File: src/hdl/owdbm_pkg.sv
// Types, codes and timing helpers for the dual-line 1-Wire bus master.
// Used by one_wire_dual_bus_master; depends on nothing else.
`default_nettype none

package owdbm_pkg;

   localparam int unsigned NumRegs = 8;
   localparam int unsigned RegIdxW = $clog2(NumRegs);
   localparam int unsigned CsrDataW = 10;
   localparam int unsigned CountW = 10;
   localparam int unsigned BitIdxW = 3;
   localparam int unsigned ByteW = 8;
   // Chained phase ends on one tick: reset low, presence wait, recovery.
   localparam int unsigned MaxChain = 3;

   localparam logic [CountW-1:0] ReadLowUs = 10'd2;

   typedef enum logic [2:0] {
      PH_IDLE      = 3'd0,
      PH_RST_LOW   = 3'd1,
      PH_RST_WAIT  = 3'd2,
      PH_RST_RECOV = 3'd3,
      PH_BIT_LOW   = 3'd4,
      PH_BIT_HIGH  = 3'd5,
      PH_BIT_GAP   = 3'd6
   } phase_type;

   typedef enum logic [1:0] {
      CMD_RESET = 2'd0,
      CMD_WRITE = 2'd1,
      CMD_READ  = 2'd2
   } cmd_type;

   typedef enum logic [RegIdxW-1:0] {
      REG_RESET_LOW       = 3'd0,
      REG_PRESENCE_SAMPLE = 3'd1,
      REG_RESET_RECOVERY  = 3'd2,
      REG_WRITE_ONE_LOW   = 3'd3,
      REG_WRITE_ZERO_LOW  = 3'd4,
      REG_READ_SAMPLE     = 3'd5,
      REG_READ_RECOVERY   = 3'd6,
      REG_BIT_GAP         = 3'd7
   } reg_idx_type;

   typedef struct packed {
      logic [9:0] reset_low_us;
      logic [7:0] presence_sample_us;
      logic [9:0] reset_recovery_us;
      logic [3:0] write_one_low_us;
      logic [6:0] write_zero_low_us;
      logic [5:0] read_sample_us;
      logic [6:0] read_recovery_us;
      logic [4:0] bit_gap_us;
   } cfg_type;

   localparam cfg_type CfgReset = '{
      reset_low_us:       10'd485,
      presence_sample_us: 8'd65,
      reset_recovery_us:  10'd500,
      write_one_low_us:   4'd3,
      write_zero_low_us:  7'd65,
      read_sample_us:     6'd13,
      read_recovery_us:   7'd45,
      bit_gap_us:         5'd5
   };

   // Length in microseconds of the given phase.
   function automatic logic [CountW-1:0] phase_len(phase_type ph, logic rd, logic bitv,
                                                   cfg_type c);
      logic [CountW-1:0] len;
      len = '0;
      unique case (ph)
         PH_RST_LOW:   len = c.reset_low_us;
         PH_RST_WAIT:  len = CountW'(c.presence_sample_us);
         PH_RST_RECOV: len = c.reset_recovery_us;
         PH_BIT_LOW: begin
            if (rd) len = ReadLowUs;
            else if (bitv) len = CountW'(c.write_one_low_us);
            else len = CountW'(c.write_zero_low_us);
         end
         PH_BIT_HIGH: begin
            if (rd) len = CountW'(c.read_sample_us);
            else if (bitv) len = CountW'(c.write_zero_low_us);
            else len = CountW'(c.write_one_low_us);
         end
         PH_BIT_GAP: begin
            if (rd) len = CountW'(c.read_recovery_us);
            else len = CountW'(c.bit_gap_us);
         end
         default: len = '0;
      endcase
      return len;
   endfunction

endpackage

`default_nettype wire

File: src/hdl/one_wire_dual_bus_master.sv
// Dual-line 1-Wire bus master: one result beat for every accepted request beat.
// The result of a request is registered and presented in the cycle after it is accepted.
// Throughput: one request per cycle; the result register drains while the next
// request is taken, so the rate is set only by the consumer's ready.
// Reset (synchronous, active high) restores the timing registers to their
// defaults, returns the sequencer to idle and clears the captured bytes and flags.
`default_nettype none

module one_wire_dual_bus_master
   import owdbm_pkg::*;
(
   input  wire logic                 clock,
   input  wire logic                 reset,
   // Request channel
   input  wire logic                 req_valid,
   output logic                      req_ready,
   input  wire logic                 req_mode,
   input  wire logic [1:0]           req_command,
   input  wire logic [ByteW-1:0]     req_write_data,
   input  wire logic                 req_line_level_a,
   input  wire logic                 req_line_level_b,
   // Response channel
   output logic                      rsp_valid,
   input  wire logic                 rsp_ready,
   output logic                      rsp_pull_low_a,
   output logic                      rsp_pull_low_b,
   output logic                      rsp_busy_res,
   output logic                      rsp_done_res,
   output logic                      rsp_absent_a,
   output logic                      rsp_absent_b,
   output logic [ByteW-1:0]          rsp_read_byte_a,
   output logic [ByteW-1:0]          rsp_read_byte_b,
   // Register write channel
   input  wire logic                 csr_valid,
   output logic                      csr_ready,
   input  wire logic [RegIdxW-1:0]   csr_index,
   input  wire logic [CsrDataW-1:0]  csr_wdata
);

   cfg_type                cfg_ff;
   phase_type              phase_ff, phase_in;
   cmd_type                cmd_ff, cmd_in;
   logic [CountW-1:0]      count_ff, count_in;
   logic [BitIdxW-1:0]     bit_ff, bit_in;
   logic [ByteW-1:0]       send_ff, send_in;
   logic [ByteW-1:0]       shift_a_ff, shift_a_in;
   logic [ByteW-1:0]       shift_b_ff, shift_b_in;
   logic                   miss_a_ff, miss_a_in;
   logic                   miss_b_ff, miss_b_in;
   logic                   done_in;

   logic                   rsp_valid_ff;
   logic                   pull_ff, busy_ff, done_ff;
   logic                   accept;

   assign req_ready = !rsp_valid_ff || rsp_ready;
   assign accept    = req_valid && req_ready;
   assign csr_ready = 1'b1;

   // Register writes; data wider than a register is truncated to its width.
   always_ff @(posedge clock) begin
      if (reset) begin
         cfg_ff <= CfgReset;
      end else if (csr_valid) begin
         unique case (reg_idx_type'(csr_index))
            REG_RESET_LOW:       cfg_ff.reset_low_us       <= csr_wdata;
            REG_PRESENCE_SAMPLE: cfg_ff.presence_sample_us <= csr_wdata[7:0];
            REG_RESET_RECOVERY:  cfg_ff.reset_recovery_us  <= csr_wdata;
            REG_WRITE_ONE_LOW:   cfg_ff.write_one_low_us   <= csr_wdata[3:0];
            REG_WRITE_ZERO_LOW:  cfg_ff.write_zero_low_us  <= csr_wdata[6:0];
            REG_READ_SAMPLE:     cfg_ff.read_sample_us     <= csr_wdata[5:0];
            REG_READ_RECOVERY:   cfg_ff.read_recovery_us   <= csr_wdata[6:0];
            REG_BIT_GAP:         cfg_ff.bit_gap_us         <= csr_wdata[4:0];
            default:             cfg_ff                    <= cfg_ff;
         endcase
      end
   end

   // Next state for one beat. A tick may end several phases in a row when
   // the following phases have zero length, so the phase end is repeated a
   // bounded number of times with the count restarting at zero.
   always_comb begin
      phase_in   = phase_ff;
      cmd_in     = cmd_ff;
      count_in   = count_ff;
      bit_in     = bit_ff;
      send_in    = send_ff;
      shift_a_in = shift_a_ff;
      shift_b_in = shift_b_ff;
      miss_a_in  = miss_a_ff;
      miss_b_in  = miss_b_ff;
      done_in    = 1'b0;

      if (req_mode) begin
         if (phase_ff == PH_IDLE) begin
            unique case (req_command)
               CMD_RESET: begin
                  cmd_in   = CMD_RESET;
                  count_in = '0;
                  bit_in   = '0;
                  phase_in = PH_RST_LOW;
               end
               CMD_WRITE: begin
                  cmd_in   = CMD_WRITE;
                  count_in = '0;
                  bit_in   = '0;
                  phase_in = PH_BIT_LOW;
                  send_in  = req_write_data;
               end
               CMD_READ: begin
                  cmd_in     = CMD_READ;
                  count_in   = '0;
                  bit_in     = '0;
                  phase_in   = PH_BIT_LOW;
                  shift_a_in = '0;
                  shift_b_in = '0;
               end
               default: cmd_in = cmd_ff;
            endcase
         end
      end else if (phase_ff != PH_IDLE) begin
         count_in = count_ff + CountW'(1);
         for (int k = 0; k < MaxChain; k++) begin
            if (phase_in != PH_IDLE &&
                count_in >= phase_len(phase_in, cmd_in == CMD_READ,
                                      send_in[bit_in], cfg_ff)) begin
               count_in = '0;
               unique case (phase_in)
                  PH_RST_LOW:  phase_in = PH_RST_WAIT;
                  PH_RST_WAIT: begin
                     miss_a_in = req_line_level_a;
                     miss_b_in = req_line_level_b;
                     phase_in  = PH_RST_RECOV;
                  end
                  PH_RST_RECOV: begin
                     phase_in = PH_IDLE;
                     done_in  = 1'b1;
                  end
                  PH_BIT_LOW:  phase_in = PH_BIT_HIGH;
                  PH_BIT_HIGH: begin
                     if (cmd_in == CMD_READ) begin
                        shift_a_in[bit_in] = shift_a_in[bit_in] | req_line_level_a;
                        shift_b_in[bit_in] = shift_b_in[bit_in] | req_line_level_b;
                     end
                     phase_in = PH_BIT_GAP;
                  end
                  PH_BIT_GAP: begin
                     if (bit_in == BitIdxW'(ByteW - 1)) begin
                        phase_in = PH_IDLE;
                        done_in  = 1'b1;
                     end else begin
                        bit_in   = bit_in + BitIdxW'(1);
                        phase_in = PH_BIT_LOW;
                     end
                  end
                  default: phase_in = PH_IDLE;
               endcase
            end
         end
      end
   end

   always_ff @(posedge clock) begin
      if (reset) begin
         phase_ff   <= PH_IDLE;
         cmd_ff     <= CMD_RESET;
         count_ff   <= '0;
         bit_ff     <= '0;
         send_ff    <= '0;
         shift_a_ff <= '0;
         shift_b_ff <= '0;
         miss_a_ff  <= 1'b0;
         miss_b_ff  <= 1'b0;
      end else if (accept) begin
         phase_ff   <= phase_in;
         cmd_ff     <= cmd_in;
         count_ff   <= count_in;
         bit_ff     <= bit_in;
         send_ff    <= send_in;
         shift_a_ff <= shift_a_in;
         shift_b_ff <= shift_b_in;
         miss_a_ff  <= miss_a_in;
         miss_b_ff  <= miss_b_in;
      end
   end

   // Result register: the flags of the beat just accepted. The sticky
   // values (flags and bytes) come straight from the state registers.
   always_ff @(posedge clock) begin
      if (reset) begin
         rsp_valid_ff <= 1'b0;
      end else if (accept) begin
         rsp_valid_ff <= 1'b1;
      end else if (rsp_ready) begin
         rsp_valid_ff <= 1'b0;
      end
   end

   always_ff @(posedge clock) begin
      if (accept) begin
         pull_ff <= (phase_in == PH_RST_LOW) || (phase_in == PH_BIT_LOW);
         busy_ff <= (phase_in != PH_IDLE);
         done_ff <= done_in;
      end
   end

   assign rsp_valid       = rsp_valid_ff;
   assign rsp_pull_low_a  = pull_ff;
   assign rsp_pull_low_b  = pull_ff;
   assign rsp_busy_res    = busy_ff;
   assign rsp_done_res    = done_ff;
   assign rsp_absent_a    = miss_a_ff;
   assign rsp_absent_b    = miss_b_ff;
   assign rsp_read_byte_a = shift_a_ff;
   assign rsp_read_byte_b = shift_b_ff;

endmodule

`default_nettype wire

File: config.mk
export PLATFORM = sky130hd
export DESIGN_NAME = one_wire_dual_bus_master
export DESIGN_NICKNAME = d
export VERILOG_FILES = /design/src/hdl/owdbm_pkg.sv /design/src/hdl/one_wire_dual_bus_master.sv
export SDC_FILE = /design/constraint.sdc
export NUM_CORES = 1
export LEC_CHECK = 0
export CAP_MARGIN = 20
export CORE_MARGIN = 8
export CORE_UTILIZATION = 59
export DETAILED_ROUTE_END_ITERATION = 8
export DONT_BUFFER_PORTS = 1
export HOLD_SLACK_MARGIN = 0.05
export PLACE_DENSITY = 0.82
export REMOVE_ABC_BUFFERS = 1
export SLEW_MARGIN = 20
export SYNTH_ARGS = -nofsm -noshare
export SYNTH_HDL_FRONTEND = slang
export SYNTH_SLANG_ARGS = --single-unit
File: constraint.sdc
create_clock -name clock -period 11 [get_ports clock]
set_input_delay 0.55 -clock clock [delete_from_list [all_inputs] [get_ports clock]]
set_output_delay 0.55 -clock clock [all_outputs]
set_load 0.005 [all_outputs]
==> impl_metrics.json, run 1 <==
{
  "ys_seq_area_share_pct": 24.6,
  "r2r_cells": 45,
  "grt_overflow_total": 0,
  "worst-setup-path-type": "register to register",
  "rsz0062_at_grt": "false",
  "syn_inst": 1115,
  "coreArea_sq_um": 14400,
  "p_per_area_nw_per_um2": 143,
  "relSlewSlack_pct": 26.3,
  "min_period_ns": 10.50,
  "dieArea_sq_um": 18800,
  "die_x_um": 137,
  "synth-edff-count": 3,
  "dp.cells": 1295,
  "fin_crit_sh_pct": 95.5,
  "hp-class": "input port to register",
  "first_pass_iters": 8,
  "synthAdderAreaFrac_pct": 6.07,
  "insertion_delay_ns": 0.37,
  "worst_pin_slew_ns": 1.10,
  "cap_violations": 0,
  "total_leakage_power_nw": 3.72,
  "start_util_pct": 60.0,
  "grt_pass1_wl_mm": 47.9,
  "yosysUniqueCellTypes": 91,
  "power.total_mw": 1.36,
  "min_to": "cfg_ff[30]",
  "ff2ff_setup_slack_ns": 0.50,
  "placed_area_sq_um": 9080,
  "clk_pin_slew_worst_paths_ns": 0.08,
  "rows": 44,
  "boundaryPins": 56,
  "cts_tree": "yes",
  "clk_path_buf_depth": 2,
  "synth_top_family_by_area": "compound AO/OA/AOI/OAI gates",
  "synthesis.area_sq_um": 8660,
  "design_area_sq_um": 9460,
  "synth.avg_cell_area_sq_um": 7.76,
  "fin_nets": 1198,
  "wirelength_mm": 30.9,
  "gp_congestion": 1.12,
  "grt_max_degree": 91,
  "first_global_vias": 8630,
  "grt_use_total_pct": 32.7,
  "hold_viol_final": 0,
  "peakVddDrop_uv": 115,
  "holdPathStages": 1,
  "synthMuxAreaShare_pct": 15.3,
  "ys.flop_type": "dfxtp_1",
  "max_freq_mhz": 95.2,
  "drive_above_1_share_pct": 13.1,
  "cts.sinks": 105,
  "crit_required_ns": 11.31,
  "rr_startpoint": "bit_ff[0]",
  "vias": 9156,
  "antenna_found_initial": 0,
  "num_antenna_cells": 0,
  "cpMaxStageDelayCell": "mux4_2",
  "ys_warn_count": 0,
  "drt_iter0_markers": 1214,
  "seq_area_sq_um": 2130,
  "numCtsBuffers": 9,
  "synth_compound_area_share_pct": 24.3,
  "vias_per_cell": 6.97,
  "critPathMaxStageDelay_ns": 0.55,
  "dp_hpwl_mm": 23.4,
  "worstReg2RegEnd": "count_ff[6]",
  "drc_errors": 0,
  "worstHoldStart": "reset",
  "area.growth.synth_to_final_pct": 9.32,
  "worstPathArrival_ns": 10.81,
  "stdcell_count": 1314,
  "worst-path-max-fanout": 9,
  "start_kind": "register",
  "setup_violations": 0,
  "htree_levels": 3,
  "slew_violations": 0,
  "fillerInstances": 1254,
  "die_h_um": 137,
  "final_cell_mix": "nor2_1, nand2_1, dfxtp_1",
  "skew_ns": 0.00935,
  "final_common_cell": "nor2_1",
  "synth_xor_area_share_pct": 1.53,
  "multi_input_area_sq_um": 6200,
  "root_buffer": "clkbuf_16",
  "ant_nets": 0,
  "wl_per_cell_um": 23.5,
  "hold_buffers": 0,
  "io_buffers": 0,
  "ys_ff_latch": 105,
  "async_flop_share_pct": 0,
  "status": "complete, no violations",
  "crit_path_end_kind": "register",
  "synthSimpleGateAreaFrac_pct": 23.4
}
[area by class of cell]
cell class | instances | area share, %
Multi-Input combinational cell | 913 | 65.5
Clock inverter | 7 | 0.740
Inverter | 31 | 1.26
Tap cell | 184 | 2.43
Clock buffer | 9 | 2.38
Sequential cell | 105 | 22.5
Timing Repair Buffer | 65 | 5.16
[logic make-up (layout without fill, tap and decap cells)]
logic type	after synthesis	in the layout
buffers and inverters	97	112
AO/OA/AOI/OAI	303	303
XOR/XNOR	13	13
multiplexers	120	120
flip-flops	105	105
other	1	1
AND/OR/NAND/NOR	434	434
adder cells (fa/ha/maj)	42	42
[stage by stage]
| stage | TNS (ns) | utilization (%) | setup slack, ns | hold slack, ns |
|---|---|---|---|---|
| detailed placement | -0.252 | 62.9 | -0.156 | 0.468 |
| global route | 0 | 65.6 | 0.0466 | 0.245 |
| global placement | 0 | 62.9 | 0.0885 | 0.443 |
| CTS | 0 | 65.1 | 0.0806 | 0.249 |
| finish | 0 | 65.6 | 0.499 | 0.250 |
| floorplan | -20.53 | - | -0.725 | 0.435 |
[state kept, by name, indices dropped and copies added (netlist names)]
signal           cells
rsp_done_res         1
rsp_absent_a         1
rsp_valid            1
rsp_absent_b         1
rsp_read_byte_b      8
bit_ff               3
count_ff            10
cmd_ff               2
rsp_read_byte_a      8
cfg_ff              57
phase_ff             3
rsp_busy_res         1
send_ff              8
rsp_pull_low_a       1
[worst max path at each step]
stage	start	endpoint	slack, ns
CTS	bit_ff[0]	rsp_read_byte_a[3]	0.08
floorplan	bit_ff[0]	rsp_read_byte_b[6]	-0.73
detailed placement	bit_ff[0]	rsp_read_byte_a[3]	-0.16
finish	bit_ff[0]	count_ff[6]	0.50
global placement	bit_ff[0]	rsp_read_byte_a[3]	0.09
global route	bit_ff[0]	count_ff[5]	0.05
[routing by layer]
| layer | wire length, um | up-vias | track usage, % |
|---|---|---|---|
| li1 | - | 4110 | - |
| met1 | 12100 | 4259 | 40.5 |
| met2 | 13600 | 627 | 51.5 |
| met3 | 3530 | 160 | 8.19 |
| met4 | 1640 | 0 | 16.8 |
| met5 | 0 | - | 0 |
[Yosys cell counts, drive strengths merged (8+ instances only)]
| cell type | number | share of area [%] |
|---|---|---|
| o21ai | 50 | 3.0 |
| nand2 | 127 | 5.6 |
| nor3 | 34 | 2.1 |
| a21o | 9 | 0.78 |
| nor2b | 22 | 1.6 |
| mux2i | 97 | 11 |
| o21a | 11 | 1.0 |
| nand3 | 31 | 1.9 |
| a211o | 26 | 2.6 |
| nand2b | 10 | 0.72 |
| inv | 30 | 1.3 |
| a31oi | 10 | 0.72 |
| nor2 | 150 | 6.5 |
| nand4 | 9 | 0.65 |
| mux4 | 8 | 2.1 |
| nand3b | 8 | 0.74 |
| ha | 42 | 6.1 |
| nor4 | 8 | 0.75 |
| clkbuf | 43 | 1.9 |
| o22ai | 17 | 1.3 |
| or2 | 9 | 0.65 |
| buf | 23 | 1.4 |
| mux2 | 15 | 2.0 |
| a21oi | 81 | 4.9 |
| a22oi | 12 | 1.0 |
| a211oi | 22 | 2.0 |
| dfxtp | 102 | 24 |
| o211ai | 9 | 0.94 |
[repair_timing]
item                                    in CTS  in global routing
setup buffers                                0                  3
endpoints found under the setup margin      11                 35
gates resized for setup                      3                  9
pin swaps                                    0                  1
[worst max-delay path: cells and delay by family, from the launching register on]
kind            cells  cell delay, ns
simple gates        9            1.60
fa+ha+maj           3            0.82
compound gates     20            4.18
flops               1            0.40
mux                 7            2.35
buf+inv             5            0.87
xor+xnor            1            0.20
[power breakdown]
| group | internal (mW) | switching [mW] |
|---|---|---|
| Sequential | 0.395 | 0.0179 |
| Combinational | 0.223 | 0.391 |
| Clock | 0.161 | 0.169 |
Note: power is estimated with default switching activity, not from simulation.
==> inputs of run 2 (changes only) <==
ABC_AREA = 1   (was unset)
==> run 2 against run 1 <==
Compared with the run above: synthesized area up 3.8%; maximum frequency up 3.7%; core utilization down 2.6 points; highest routed layer unchanged; critical path type unchanged.
==> impl_metrics.json, run 2 <==
{
  "status": "complete, no violations",
  "cts.sinks": 105,
  "wl_per_cell_um": 19.4,
  "fin_crit_sh_pct": 92.1,
  "synth.avg_cell_area_sq_um": 6.10,
  "setup_tns_ns": 0,
  "grt_overflow_total": 0,
  "hold_viol_final": 0,
  "boundaryPins": 56,
  "cpMaxStageDelayCell": "nor2_1",
  "clk_path_buf_depth": 2,
  "first_global_vias": 8999,
  "insertion_delay_ns": 0.38,
  "drt_iter0_markers": 1003,
  "hold_buffers": 0,
  "crit_path_end_kind": "register",
  "worstPathArrival_ns": 10.44,
  "peakVddDrop_uv": 137,
  "final_cell_mix": "nand2_1, inv_1, nor2_1",
  "min_period_ns": 10.13,
  "yosysUniqueCellTypes": 54,
  "syn_inst": 1474,
  "top_register": "cfg_ff",
  "numCtsBuffers": 9,
  "first_pass_iters": 6,
  "coreArea_sq_um": 15000,
  "yosysTopAreaCellShare_pct": 22.7,
  "hold-worst-slack_ns": 0.248,
  "synthTopCellsByCount": "nand2_1, inv_1, nor2_1",
  "worst-setup-path-type": "register to register",
  "synth_most_common_cell": "nand2_1",
  "worst-path-max-fanout": 19,
  "synthesis.area_sq_um": 8990,
  "skew_ns": 0.0100,
  "sw_frac_of_total_pct": 52.4,
  "cp_num_buf_inv": 10,
  "synth_top_family_by_area": "simple AND/OR/NAND/NOR gates",
  "clockPowerShare_pct": 19.0,
  "synthMuxAreaShare_pct": 0,
  "relSlewSlack_pct": 42.7,
  "grt_pass1_wl_mm": 49.4,
  "grt_use_total_pct": 32.0,
  "comb_power_share_pct": 59.1,
  "wirelength_mm": 31.9,
  "largest_register_ffs": 57,
  "path_common_cell": "nand2_1",
  "worst_pin_slew_ns": 0.852,
  "yosys.area.top_type": "dfxtp_1",
  "crit_required_ns": 11.31,
  "htree_levels": 3,
  "reg_top3": "cfg_ff (57), count_ff (10)",
  "start_util_pct": 59.8,
  "cts_tree": "yes",
  "io_buffers": 0,
  "gp_congestion": 0.991,
  "synth_xor_area_share_pct": 0.682,
  "rows": 45,
  "dieArea_sq_um": 19400,
  "fin_nets": 1526,
  "die_x_um": 139,
  "final_common_cell": "nand2_1",
  "clk_pin_slew_worst_paths_ns": 0.08,
  "start_kind": "register",
  "die_h_um": 139,
  "internal_power_uw": 906,
  "total_leakage_power_nw": 4.37,
  "drive_above_1_share_pct": 8.85,
  "critPathMaxStageDelay_ns": 0.44,
  "num_antenna_cells": 0,
  "ant_nets": 0,
  "setup_violations": 0,
  "ys_ff_latch": 105,
  "vias_per_cell": 6.03,
  "ff2ff_setup_slack_ns": 0.87,
  "synthSimpleGateAreaFrac_pct": 38.6,
  "antenna_found_initial": 0,
  "vias": 9920,
  "async_flop_share_pct": 0,
  "p_seq_share_pct": 21.9,
  "drc_errors": 0,
  "synth_area_leaders": "dfxtp_1, nand2_1, inv_1, nand3_1, nor2_1",
  "ys_seq_area_share_pct": 23.7,
  "synthAdderAreaFrac_pct": 5.85,
  "root_buffer": "clkbuf_16",
  "p_sw_uw": 998,
  "area.growth.synth_to_final_pct": 5.43,
  "hp-class": "input port to register",
  "ys.flop_type": "dfxtp_1",
  "rsz0062_at_grt": "false",
  "p_per_area_nw_per_um2": 201,
  "synth_compound_area_share_pct": 19.6,
  "ys_warn_count": 0,
  "grt_max_degree": 62,
  "cap_violations": 0,
  "critPathTopFamily": "simple AND/OR/NAND/NOR gates",
  "max_freq_mhz": 98.7,
  "dp_hpwl_mm": 25.1,
  "synth-edff-count": 3,
  "slew_violations": 0
}
run 2: cell types whose count changed in the layout (fill, tap and decap cells not counted), sizes merged, moves of 17 or more:
| cell | previous run | this run |
|---|---|---|
| buf | 65 | 16 |
| mux2i | 97 | 0 |
| nand2 | 127 | 397 |
| nor3 | 34 | 15 |
| a21oi | 81 | 108 |
| nor2b | 22 | 0 |
| o21ai | 50 | 98 |
| inv | 35 | 207 |
| nor2 | 150 | 171 |
| o211ai | 9 | 28 |
| a211oi | 22 | 5 |
| a211o | 26 | 0 |
| nand3 | 31 | 144 |
run 2: cell type report:
type,instances,area (sq um)
tap,188,235
fill,1493,5560
sequential,105,2130
clock buffer,9,225
timing repair buffer,16,120
inverter,210,806
multi-input combinational,1111,5870
clock inverter,7,92.6
run 2: logic make-up (layout without fill, tap and decap cells):
| family | after synthesis | in the layout |
|---|---|---|
| simple gates | 766 | 766 |
| xor+xnor | 7 | 7 |
| compound gates | 295 | 295 |
| buf+inv | 258 | 242 |
| other cells | 1 | 1 |
| flops | 105 | 105 |
| fa+ha+maj | 42 | 42 |
run 2: power by group through the flow:
stage	Clock (mW)	Sequential [mW]	Combinational, mW
2_1_floorplan	0	0.421	0.780
3_3_place_gp	0	0.426	1.06
3_5_place_dp	0	0.427	1.08
4_1_cts	0.361	0.417	1.08
5_1_grt	0.373	0.420	1.22
6_report	0.361	0.418	1.13
run 2: metal layers:
metal  vias up  global-route usage, %  part of all wire, %
met5         -                      0                    0
met1      4478                   38.0                   40
li1       4815                      -                    -
met4         0                   18.0                  6.1
met2       499                   53.0                   46
met3       128                   6.50                  8.0
run 2: worst paths after layout:
path	cells past startpoint	to	startpoint
setup reg to reg	62	rsp_read_byte_a[5]	cmd_ff[1]
setup / recovery	62	rsp_read_byte_a[5]	cmd_ff[1]
hold reg to reg	2	cmd_ff[0]	cmd_ff[0]
hold / removal	1	bit_ff[1]	reset
run 2: repair_timing:
item / in CTS / in global routing
setup buffers: 0 / 3
setup endpoints to repair: 0 / 37
resized for setup: 0 / 13
run 2: stage by stage:
stage | power [mW] | cells | utilization (%) | area (sq um) | setup WS, ns
floorplan | 1.20 | 1426 | - | 8750 | 1.91
global placement | 1.49 | 1627 | 60.5 | 9090 | 0.724
detailed placement | 1.50 | 1627 | 60.5 | 9090 | 0.507
CTS | 1.86 | 1643 | 62.6 | 9410 | 0.425
global route | 2.02 | 1646 | 63.0 | 9480 | 0.0104
finish | 1.90 | 1646 | 63.0 | 9480 | 0.872
